<file path="src/rtl/ptsr_pkg.sv">
// Shared constants, codes and types of the parent-table source-route builder.
`default_nettype none

package ptsr_pkg;

  // Table and path sizes.
  localparam int TABLE_ENTRIES = 32;
  localparam int PATH_DEPTH    = 10;

  localparam int IDX_W      = $clog2(TABLE_ENTRIES);
  localparam int CNT_W      = $clog2(TABLE_ENTRIES + 1);
  localparam int PATH_IDX_W = (PATH_DEPTH > 1) ? $clog2(PATH_DEPTH) : 1;
  localparam int LEN_W      = $clog2(PATH_DEPTH + 1);

  localparam int ADDR_W = 16;

  // Result status codes.
  typedef enum logic [2:0] {
    ST_OK       = 3'd0,
    ST_FULL     = 3'd1,
    ST_NOPARENT = 3'd2,
    ST_LOOP     = 3'd3,
    ST_LONG     = 3'd4
  } ptsr_status_t;

  // Configuration register indexes.
  localparam logic CFG_SINK  = 1'b0;
  localparam logic CFG_LIMIT = 1'b1;

  // A lookup travelling down the chain of cells.
  typedef struct packed {
    logic              active;
    logic [ADDR_W-1:0] key;
    logic              found;
    logic [ADDR_W-1:0] parent;
    logic [IDX_W-1:0]  idx;
  } ptsr_token_t;

  // A write into one cell of the table.
  typedef struct packed {
    logic              en;
    logic              key_en;
    logic [IDX_W-1:0]  idx;
    logic [ADDR_W-1:0] key;
    logic [ADDR_W-1:0] parent;
  } ptsr_wr_t;

endpackage

`default_nettype wire

</file>
<file path="src/rtl/ptsr_query_if.sv">
// Input channel: one add or route request per transfer.
`default_nettype none

interface ptsr_query_if;
  logic        valid;
  logic        ready;
  logic        mode;
  logic [15:0] node_address;
  logic [15:0] parent_address;

  modport source (output valid, mode, node_address, parent_address, input ready);
  modport sink   (input valid, mode, node_address, parent_address, output ready);
endinterface

`default_nettype wire

</file>
<file path="src/rtl/ptsr_result_if.sv">
// Output channel: one result item per transfer.
`default_nettype none

interface ptsr_result_if;
  logic        valid;
  logic        ready;
  logic [15:0] hop_address;
  logic [3:0]  hop_position;
  logic [3:0]  route_length;
  logic [2:0]  status;
  logic        last;

  modport source (output valid, hop_address, hop_position, route_length, status, last,
                  input ready);
  modport sink   (input valid, hop_address, hop_position, route_length, status, last,
                  output ready);
endinterface

`default_nettype wire

</file>
<file path="src/rtl/ptsr_cell.sv">
// One table cell: holds a child/parent link and checks the passing lookup against it.
`default_nettype none

module ptsr_cell (
  input  wire logic                     clk,
  input  wire logic                     rst,
  input  wire logic [ptsr_pkg::IDX_W-1:0] cell_index,
  input  wire logic                     occupied,
  input  wire ptsr_pkg::ptsr_wr_t       wr,
  input  wire ptsr_pkg::ptsr_token_t    tok_in,
  output ptsr_pkg::ptsr_token_t         tok_out
);
  import ptsr_pkg::*;

  logic [ADDR_W-1:0] key;
  logic [ADDR_W-1:0] parent;
  logic              hit;
  ptsr_token_t       tok_next;

  // The first occupied cell whose key matches claims the lookup.
  assign hit = tok_in.active && !tok_in.found && occupied && (key == tok_in.key);

  always_comb begin
    tok_next = tok_in;
    if (hit) begin
      tok_next.found  = 1'b1;
      tok_next.parent = parent;
      tok_next.idx    = cell_index;
    end
  end

  // Hand the lookup on to the next cell.
  always_ff @(posedge clk) begin
    if (rst) begin
      tok_out.active <= 1'b0;
    end else begin
      tok_out <= tok_next;
    end
  end

  // Link storage, written by the controller.
  always_ff @(posedge clk) begin
    if (wr.en && (wr.idx == cell_index)) begin
      if (wr.key_en) begin
        key <= wr.key;
      end
      parent <= wr.parent;
    end
  end

endmodule

`default_nettype wire

</file>
<file path="src/rtl/ptsr_chain.sv">
// Row of table cells through which each lookup travels one cell per cycle.
`default_nettype none

module ptsr_chain (
  input  wire logic                     clk,
  input  wire logic                     rst,
  input  wire logic [ptsr_pkg::CNT_W-1:0] entry_count,
  input  wire ptsr_pkg::ptsr_wr_t       wr,
  input  wire ptsr_pkg::ptsr_token_t    head,
  output ptsr_pkg::ptsr_token_t         tail
);
  import ptsr_pkg::*;

  ptsr_token_t tok [TABLE_ENTRIES+1];

  assign tok[0] = head;
  assign tail   = tok[TABLE_ENTRIES];

  for (genvar i = 0; i < TABLE_ENTRIES; i++) begin : g_cell
    logic occupied;

    // Only entries below the fill count hold a link.
    assign occupied = (CNT_W'(i) < entry_count);

    ptsr_cell u_cell (
      .clk        (clk),
      .rst        (rst),
      .cell_index (IDX_W'(i)),
      .occupied   (occupied),
      .wr         (wr),
      .tok_in     (tok[i]),
      .tok_out    (tok[i+1])
    );
  end

endmodule

`default_nettype wire

</file>
<file path="src/rtl/parent_table_source_route_builder.sv">
// Top level of the parent-table source-route builder: control, path buffer and result register.
`default_nettype none

// The block keeps up to TABLE_ENTRIES child/parent links in a chain of cells. Every table
// lookup sends the key down the whole chain, one cell a cycle. An add item takes one
// lookup and then hands over its result. A route item takes one lookup per hop visited,
// then emits its hops one result at a time, each held back while the output register is
// full. One item is worked on at a time; the next is taken once the last result of the
// current item sits in the output register.
// Configuration writes apply at once and must only be made while the block is idle.
module parent_table_source_route_builder (
  input  wire logic        clk,
  input  wire logic        rst,
  ptsr_query_if.sink       query,
  ptsr_result_if.source    result,
  input  wire logic        cfg_we,
  input  wire logic        cfg_index,
  input  wire logic [15:0] cfg_data
);
  import ptsr_pkg::*;

  typedef enum logic [3:0] {
    S_IDLE = 4'b0001,
    S_WALK = 4'b0010,
    S_PUSH = 4'b0100,
    S_EMIT = 4'b1000
  } state_t;

  state_t            state;
  state_t            state_next;

  logic [ADDR_W-1:0] sink_address;
  logic [3:0]        hop_limit;
  logic [LEN_W-1:0]  limit_eff;

  logic [CNT_W-1:0]  entry_count;
  logic              mode_q;
  logic [ADDR_W-1:0] parent_q;
  logic [ADDR_W-1:0] cur;
  logic              launch;
  logic [LEN_W-1:0]  len;
  logic [LEN_W-1:0]  k;
  logic [LEN_W-1:0]  rd_pos;
  logic [ADDR_W-1:0] path [PATH_DEPTH];
  ptsr_status_t      res_status;

  ptsr_token_t       head;
  ptsr_token_t       tail;
  ptsr_wr_t          wr;

  logic              accept;
  logic              out_free;
  logic              tail_here;
  logic              on_path;
  logic              table_full;
  logic              emit_last;

  // Configuration registers.
  always_ff @(posedge clk) begin
    if (rst) begin
      sink_address <= 16'd1;
      hop_limit    <= 4'd10;
    end else if (cfg_we) begin
      unique case (cfg_index)
        CFG_SINK:  sink_address <= cfg_data;
        CFG_LIMIT: hop_limit    <= cfg_data[3:0];
        default:   ;
      endcase
    end
  end

  // A hop limit of zero acts as one; above the path depth it is clipped.
  always_comb begin
    if (hop_limit == 4'd0) begin
      limit_eff = LEN_W'(1);
    end else if (32'(hop_limit) > PATH_DEPTH) begin
      limit_eff = LEN_W'(PATH_DEPTH);
    end else begin
      limit_eff = LEN_W'(hop_limit);
    end
  end

  assign accept     = query.valid && query.ready;
  assign query.ready = (state == S_IDLE);
  assign out_free   = !result.valid || result.ready;
  assign tail_here  = (state == S_WALK) && tail.active;
  assign table_full = (entry_count == CNT_W'(TABLE_ENTRIES));

  // Lookup launched into the chain.
  always_comb begin
    head        = '0;
    head.active = launch;
    head.key    = cur;
  end

  ptsr_chain u_chain (
    .clk         (clk),
    .rst         (rst),
    .entry_count (entry_count),
    .wr          (wr),
    .head        (head),
    .tail        (tail)
  );

  // Is the found parent already on the path walked so far?
  always_comb begin
    on_path = 1'b0;
    for (int i = 0; i < PATH_DEPTH; i++) begin
      if ((LEN_W'(i) < len) && (path[i] == tail.parent)) begin
        on_path = 1'b1;
      end
    end
  end

  // Table write when an add lookup returns: update a known child or append a new one while the table has room.
  always_comb begin
    wr        = '0;
    wr.key    = cur;
    wr.parent = parent_q;
    if (tail_here && !mode_q) begin
      if (tail.found) begin
        wr.en  = 1'b1;
        wr.idx = tail.idx;
      end else if (!table_full) begin
        wr.en     = 1'b1;
        wr.key_en = 1'b1;
        wr.idx    = entry_count[IDX_W-1:0];
      end
    end
  end

  // Next state.
  always_comb begin
    state_next = state;
    unique case (state)
      S_IDLE: begin
        if (accept) begin
          state_next = S_WALK;
        end
      end
      S_WALK: begin
        if (tail.active) begin
          if (mode_q && tail.found && (tail.parent != '0) && !on_path &&
              (tail.parent == sink_address)) begin
            state_next = S_EMIT;
          end else if (!mode_q || !tail.found || (tail.parent == '0) || on_path ||
                       (len >= limit_eff)) begin
            state_next = S_PUSH;
          end
        end
      end
      S_PUSH: begin
        if (out_free) begin
          state_next = S_IDLE;
        end
      end
      S_EMIT: begin
        if (out_free && emit_last) begin
          state_next = S_IDLE;
        end
      end
      default: state_next = S_IDLE;
    endcase
  end

  always_ff @(posedge clk) begin
    if (rst) begin
      state <= S_IDLE;
    end else begin
      state <= state_next;
    end
  end

  // Walk control: fill count and launch pulse.
  always_ff @(posedge clk) begin
    if (rst) begin
      entry_count <= '0;
      launch      <= 1'b0;
    end else begin
      launch <= accept || (tail_here && mode_q && (state_next == S_WALK));
      if (wr.en && wr.key_en) begin
        entry_count <= entry_count + CNT_W'(1);
      end
    end
  end

  // Item registers, path buffer and status of a single-result item.
  always_ff @(posedge clk) begin
    if (accept) begin
      mode_q   <= query.mode;
      cur      <= query.node_address;
      parent_q <= query.parent_address;
      path[0]  <= query.node_address;
      len      <= LEN_W'(1);
    end else if (tail_here) begin
      if (!mode_q) begin
        res_status <= (tail.found || !table_full) ? ST_OK : ST_FULL;
      end else if (!tail.found || (tail.parent == '0)) begin
        res_status <= ST_NOPARENT;
      end else if (on_path) begin
        res_status <= ST_LOOP;
      end else if (tail.parent == sink_address) begin
        res_status <= ST_OK;
      end else if (len >= limit_eff) begin
        res_status <= ST_LONG;
      end else begin
        cur                       <= tail.parent;
        path[len[PATH_IDX_W-1:0]] <= tail.parent;
        len                       <= len + LEN_W'(1);
      end
    end
  end

  // Hop counter for the emit phase, counted from the sink side.
  assign rd_pos    = len - k - LEN_W'(1);
  assign emit_last = ((k + LEN_W'(1)) == len);

  always_ff @(posedge clk) begin
    if (state == S_WALK) begin
      k <= '0;
    end else if ((state == S_EMIT) && out_free) begin
      k <= k + LEN_W'(1);
    end
  end

  // Output register.
  always_ff @(posedge clk) begin
    if (rst) begin
      result.valid <= 1'b0;
    end else if ((state == S_PUSH) && out_free) begin
      result.valid <= 1'b1;
    end else if ((state == S_EMIT) && out_free) begin
      result.valid <= 1'b1;
    end else if (result.ready) begin
      result.valid <= 1'b0;
    end
  end

  always_ff @(posedge clk) begin
    if ((state == S_PUSH) && out_free) begin
      result.hop_address  <= '0;
      result.hop_position <= '0;
      result.route_length <= '0;
      result.status       <= res_status;
      result.last         <= 1'b1;
    end else if ((state == S_EMIT) && out_free) begin
      result.hop_address  <= path[rd_pos[PATH_IDX_W-1:0]];
      result.hop_position <= 4'(k);
      result.route_length <= 4'(len);
      result.status       <= ST_OK;
      result.last         <= emit_last;
    end
  end

endmodule

`default_nettype wire

</file>
<file path="src/flat_wrapper.sv">
// flat-port wrapper written by rule: the top's interface ports become plain ports
module parent_table_source_route_builder_flat import ptsr_pkg::*;
  (clk, rst, cfg_we, cfg_index, cfg_data, query_valid, query_mode, query_node_address, query_parent_address, query_ready, result_valid, result_hop_address, result_hop_position, result_route_length, result_status, result_last, result_ready);
  ptsr_query_if query_i ();
  ptsr_result_if result_i ();
  input  wire logic clk;
  input  wire logic rst;
  input  wire logic cfg_we;
  input  wire logic cfg_index;
  input  wire logic [15:0] cfg_data;
  input wire logic [$bits(query_i.valid)-1:0] query_valid;
  input wire logic [$bits(query_i.mode)-1:0] query_mode;
  input wire logic [$bits(query_i.node_address)-1:0] query_node_address;
  input wire logic [$bits(query_i.parent_address)-1:0] query_parent_address;
  output wire logic [$bits(query_i.ready)-1:0] query_ready;
  output wire logic [$bits(result_i.valid)-1:0] result_valid;
  output wire logic [$bits(result_i.hop_address)-1:0] result_hop_address;
  output wire logic [$bits(result_i.hop_position)-1:0] result_hop_position;
  output wire logic [$bits(result_i.route_length)-1:0] result_route_length;
  output wire logic [$bits(result_i.status)-1:0] result_status;
  output wire logic [$bits(result_i.last)-1:0] result_last;
  input wire logic [$bits(result_i.ready)-1:0] result_ready;
  assign query_i.valid = query_valid;
  assign query_i.mode = query_mode;
  assign query_i.node_address = query_node_address;
  assign query_i.parent_address = query_parent_address;
  assign query_ready = query_i.ready;
  assign result_valid = result_i.valid;
  assign result_hop_address = result_i.hop_address;
  assign result_hop_position = result_i.hop_position;
  assign result_route_length = result_i.route_length;
  assign result_status = result_i.status;
  assign result_last = result_i.last;
  assign result_i.ready = result_ready;
  parent_table_source_route_builder u_core (.clk(clk), .rst(rst), .query(query_i), .result(result_i), .cfg_we(cfg_we), .cfg_index(cfg_index), .cfg_data(cfg_data));
endmodule
</file>
<file path="config.mk">
export PLATFORM = sky130hd
export DESIGN_NAME = parent_table_source_route_builder_flat
export DESIGN_NICKNAME = d
export VERILOG_FILES = /design/src/rtl/ptsr_pkg.sv /design/src/rtl/ptsr_query_if.sv /design/src/rtl/ptsr_result_if.sv /design/src/rtl/ptsr_cell.sv /design/src/rtl/ptsr_chain.sv /design/src/rtl/parent_table_source_route_builder.sv /design/src/flat_wrapper.sv
export SDC_FILE = /design/constraint.sdc
export NUM_CORES = 2
export LEC_CHECK = 0
export ABC_AREA = 0
export ABC_CLOCK_PERIOD_IN_PS = 55500
export BUFFER_PORTS_ARGS = -buffer_cell sky130_fd_sc_hd__buf_2
export CAP_MARGIN = 40
export CORE_ASPECT_RATIO = 1.4
export CORE_MARGIN = 2
export CORE_UTILIZATION = 30
export DETAILED_ROUTE_END_ITERATION = 8
export SLEW_MARGIN = 30
export SYNTH_ARGS = -nofsm -noshare
export SYNTH_HDL_FRONTEND = slang
export SYNTH_SLANG_ARGS = --single-unit
</file>
<file path="constraint.sdc">
create_clock -name clk -period 55.5 [get_ports clk]
set_clock_uncertainty 0.15 [all_clocks]
set_input_delay 5.55 -clock clk [delete_from_list [all_inputs] [get_ports clk]]
set_output_delay 5.55 -clock clk [all_outputs]
set_load 0.03 [all_outputs]
</file>
======== Yosys cells after proc, flatten, opt, wreduce, memory -nomap -nowiden ========
Memory sizes are Yosys's and may differ from the RTL's. A register that Yosys moved wholly into a read port is not among the register bits.
Cells that the tools add are included.
operators by class
  shifts and indexed selects .............. 0
  multipliers ............................. 0
  equal/unequal tests ..................... 86
  magnitude comparators ................... 44
  bitwise operators ....................... 6
  add/sub/neg operators ................... 5
  divide/modulo/power cells ............... 0
  mux-type cells .......................... 87
  reduce and logical (&&, ||, !) cells .... 240
operators with widths
  operator              number
  $eq A16 B16 Y1        43
  $mux W21              31
  $logic_and A1 B1 Y1   150
  $mux W16              8
  $lt A5 B6 Y1 const A  16
  $eq A5 B5 Y1 const B  16
  $reduce_and A2 Y1     34
  $lt A4 B6 Y1 const A  8
  $eq A5 B4 Y1 const B  8
  $logic_not A1 Y1      36
  $mux W4               9
  $mux W1               27
  $lt A3 B6 Y1 const A  4
  $mux W22              1
  $mux W3               7
  $eq A5 B3 Y1 const B  4
  $logic_not A16 Y1     1
  $lt A3 B4 Y1 const A  4
  $pmux W4 S4           1
  $reduce_bool A16 Y1   1
  $reduce_or A16 Y1     1
  $mux W7               2
  $lt A1 B6 Y1 const A  2
  $lt A2 B6 Y1 const A  2
  28 further kinds      52
storage, ports and cells
  memory bits (read-only) ................. 0
  memory bits (writable) .................. 160
  register bits ........................... 2344
  bits in latches ......................... 0
  memories kept ........................... 1
  word-level logic and storage cells ...... 708
  input port bits ......................... 55
memories
  name         depth  bits a word  read ports  clocked after Yosys merged registers in  write ports  RTL line                                 text
  u_core.path  10     16           11          1                                        1            parent_table_source_route_builder.sv:44  logic [ADDR_W-1:0] path [PATH_DEPTH];

======== Logic depth before layout (Yosys ltp) ========
An unclocked memory read counts as a cell.
  word-level depth ........................ 22
  gate-level depth with buffers ........... 11
  mapped depth without buffers ............ 10

======== By module ========
A second synthesis with hierarchy kept.
unflattened totals
  cell total of the unflattened synthesis .. 5279
  area total of the unflattened synthesis .. 101930.3 um^2
by module, submodules not included
  module                             seq. area each (um^2)  instances  cells an instance  area each (um^2)
  ptsr_cell                          2122.0                 32         128                2655.0
  parent_table_source_route_builder  10159.7                1          1119               16597.2
  ptsr_chain                         0.0                    1          64                 371.6

======== Least setup slack after synthesis ========
No wires, ideal clock.
  path kind ............................... input port to flip-flop
  start point ............................. input rst
  end point ............................... register u_core.u_chain.g_cell[0].u_cell.tok_out[10] (netlist name), enable pin
  library setup time ...................... 8.992 ns
  required time ........................... 46.358 ns
  setup slack ............................. 19.540 ns
  stages on the path ...................... 1
  data arrival time ....................... 26.818 ns
  path through ............................ clkinv_1
RTL lines
  element               RTL line           text
  start, declared       flat_wrapper.sv:7  input wire logic rst;
  end signal, assigned  ptsr_cell.sv:37    tok_out <= tok_next;
  end, declared         ptsr_cell.sv:11    output ptsr_pkg::ptsr_token_t tok_out
No word-level cell between the ends.

======== Worst setup path after layout ========
  start point ............................. input rst
  end point ............................... register u_core.u_chain.g_cell[30].u_cell.tok_out[25] (netlist name), enable pin
RTL lines
  element               RTL line
  end signal, assigned  ptsr_cell.sv:37
  end, declared         ptsr_cell.sv:11
No word-level cell between the ends.

==> results.json <==
{
  "cts.repair.resized": 0,
  "crit_chain": "buf_2, inv_12, buf_12, buf_16, buf_4, buf_12, buf_4, buf_12",
  "synth_top_area_frac": 0.772,
  "place_hpwl_mm": 137,
  "syn_nets": 5224,
  "grt_pass1_wl_mm": 308,
  "cp-end-kind": "register",
  "slew-limit-headroom": 0.375,
  "finalWirelength_mm": 209,
  "cts-htree-levels": 4,
  "area.growth.synth_to_final_pct": 15.6,
  "yosysTopAreaCell": "edfxtp_1",
  "grt_overflow": 0,
  "max_freq_mhz": 116,
  "cp_slowest_cell": "buf_4",
  "cp_max_fo": 138,
  "worstSkewPairLatency_ns": 0.89,
  "synth_area_per_cell_um2": 18.8,
  "syn_area_um2": 96800,
  "ys_top_cells_by_area": "edfxtp_1 77%, mux2_2 5.6%, xnor2_1 3.6%",
  "grtUsageTotal": 0.123,
  "root_buffer": "clkbuf_16",
  "synth-seq-cells": 2585,
  "clk_path_buf_depth": 4,
  "synth-seq-area-share": 0.792,
  "holdBufCountCts": 0,
  "antenna_found_initial": 8,
  "slowest_delay_ns": 0.54,
  "grt_pass1_vias": 47704,
  "worstSetupPathType": "in2reg",
  "status": "finished clean",
  "grt_max_degree": 189,
  "path_clk_slew_ns": 0.06,
  "min_period_over_period": 0.156,
  "tightestPinTransition_ns": 0.935,
  "io_pins": 85,
  "p_per_area_nw_per_um2": 36.1,
  "syn_inst": 5156,
  "holdPathStages": 1,
  "fp.coreArea_um2": 321000,
  "startpoint_type": "input pin",
  "power.leakage_nw": 36.2,
  "synthFlopType": "edfxtp_1",
  "cts.sinks": 2585,
  "fillCellCount": 29902,
  "drt_iter0_drc": 3326,
  "critPathArrivalTime_ns": 9.02,
  "drive_gt1_frac": 0.227,
  "die_w_um": 484,
  "setup_viol": 0,
  "power_w": 0.00404,
  "wire_per_inst_um": 21.0,
  "hold_violations": 0,
  "viasPerCell": 4.60,
  "start_util": 0.302,
  "die_height_um": 676,
  "synth-async-reset-ratio": 0,
  "drv_slew": 0,
  "cap_violations": 0,
  "cts_setup_buffers": 0,
  "gp_congestion": 0.875,
  "required_ns": 55.89,
  "grt_setup_unrepaired": "false",
  "vias": 45768,
  "ff2ff_path_depth": 11,
  "ir_worst_vdd_mv": 0.0336,
  "cts_tree": "yes",
  "synth_warnings": 0,
  "io_buffers": 84,
  "synth_edf_count": 2488,
  "route.detailed.drc": 0,
  "antenna_left": 0,
  "fp-row-count": 246,
  "cpMostUsedCell": "buf_12",
  "cts_buffers": 247,
  "fin_crit_ns": 8.63,
  "die_area_um2": 327000,
  "nNetsFinal": 5605,
  "ys_types": 62,
  "dr.pass1.iters": 7,
  "hp-class": "reg2reg",
  "timing.setup.tns_ns": 0
}
routing by layer:
layer,wire length (um),up-vias,share of wire,global-route usage
li1,-,20378,-,-
met1,76600,23787,0.37,0.135
met2,115000,1187,0.55,0.237
met3,10200,416,0.048,0.0201
met4,8090,0,0.039,0.0445
met5,0,-,0,0
synthesized netlist by cell type (20+ instances only):
library cell  instances
edfxtp_1           2488
nor2b_1              75
nand3b_1             20
or2_2                65
nand2b_1             61
nand4_1              95
mux2_2              480
nor3_1               28
nand3_1              54
mux4_2               64
a21oi_1              45
and2_1               48
xor2_1              292
dfxtp_1              97
nor2_1               99
nor4_1               93
buf_4                32
xnor2_1             399
clkbuf_1            108
nand2_1             313
state kept, by name (all words and copies together), names as in the netlist, 6 cells and up:
register / count
u_core.parent_q: 16
u_core.u_chain.g_cell.u_cell.key: 512
u_core.entry_count: 6
u_core.cur: 16
u_core.u_chain.g_cell.u_cell.parent: 512
u_core.path: 256
u_core.result.hop_address: 16
u_core.u_chain.g_cell.u_cell.tok_out: 1201
u_core.sink_address: 16
final cells by class:
class / instances / area (um^2) / share of cell area
clock buffer: 314 / 6640 / 0.0593
tap: 4216 / 5280 / 0.0471
inverter: 19 / 83.8 / 0.000749
sequential: 2585 / 76700 / 0.685
multi-input combinational: 2389 / 19600 / 0.175
timing repair buffer: 295 / 2450 / 0.0219
antenna: 1 / 2.50 / 0.0000223
clock inverter: 133 / 1250 / 0.0112
kinds of logic (layout without fill, tap and decap cells):
kind of cell / Yosys count / in the layout / share of synthesized area
mux: 550 / 550 / 0.0713
simple gates: 1019 / 1019 / 0.0561
buf+inv: 182 / 761 / 0.00844
fa+ha+maj: 14 / 14 / 0.00186
other cells: 0 / 1 / 0
compound gates: 115 / 115 / 0.00817
xor+xnor: 691 / 691 / 0.0625
flops: 2585 / 2585 / 0.792
power breakdown:
part / leakage [nW] / internal (W) / total, W / switching, W
sequential: 24.1 / 0.00220 / 0.00223 / 0.0000281
combinational: 8.19 / 0.0000503 / 0.000156 / 0.000106
clock: 3.89 / 0.000944 / 0.00165 / 0.000709
total: 36.2 / 0.00320 / 0.00404 / 0.000843
final timing paths:
| path | from | end | slack, ns |
|---|---|---|---|
| min | u_core.u_chain.g_cell[10].u_cell.tok_out[38] | u_core.u_chain.g_cell[11].u_cell.tok_out[38] | 0.28 |
| max reg2reg | u_core.len[0] | u_core.path[7][13] | 49.98 |
| max | rst | u_core.u_chain.g_cell[30].u_cell.tok_out[25] | 46.87 |
| min reg2reg | u_core.u_chain.g_cell[10].u_cell.tok_out[38] | u_core.u_chain.g_cell[11].u_cell.tok_out[38] | 0.28 |
cells in the final DEF (no fill, tap or decap), types with 13 or more instances in the layout:
| cell | n |
|---|---|
| a21oi_1 | 45 |
| a32o_1 | 16 |
| and2_1 | 47 |
| buf_2 | 85 |
| buf_4 | 161 |
| buf_6 | 16 |
| buf_8 | 15 |
| bufinv_16 | 22 |
| clkbuf_1 | 50 |
| clkbuf_16 | 251 |
| clkinv_1 | 45 |
| clkinv_2 | 50 |
| dfxtp_1 | 97 |
| edfxtp_1 | 2488 |
| inv_1 | 16 |
| mux2_2 | 480 |
| mux4_2 | 64 |
| nand2_1 | 313 |
| nand2b_1 | 61 |
| nand3_1 | 54 |
| nand3b_1 | 20 |
| nand4_1 | 95 |
| nand4b_1 | 13 |
| nor2_1 | 96 |
| nor2b_1 | 75 |
| nor3_1 | 24 |
| nor4_1 | 81 |
| nor4b_1 | 18 |
| or2_2 | 65 |
| xnor2_1 | 397 |
| xor2_1 | 291 |
metrics by stage:
| stage | setup WS, ns | hold slack [ns] | instances | utilization | cell area [um^2] |
|---|---|---|---|---|---|
| floorplan | 19.54 | 0.276 | 5156 | - | 96800 |
| global placement | 45.49 | 0.287 | 9456 | 0.322 | 103000 |
| detailed placement | 45.89 | 0.296 | 9494 | 0.324 | 104000 |
| CTS | 46.84 | 0.287 | 9941 | 0.348 | 112000 |
| global route | 46.65 | 0.311 | 9951 | 0.349 | 112000 |
| finish | 46.87 | 0.281 | 9952 | 0.349 | 112000 |
worst max-delay path, delay by kind of cell:
kind / cells / cell delay, ns
buf+inv: 8 / 3.10
Note: power is estimated with default switching activity, not from simulation.
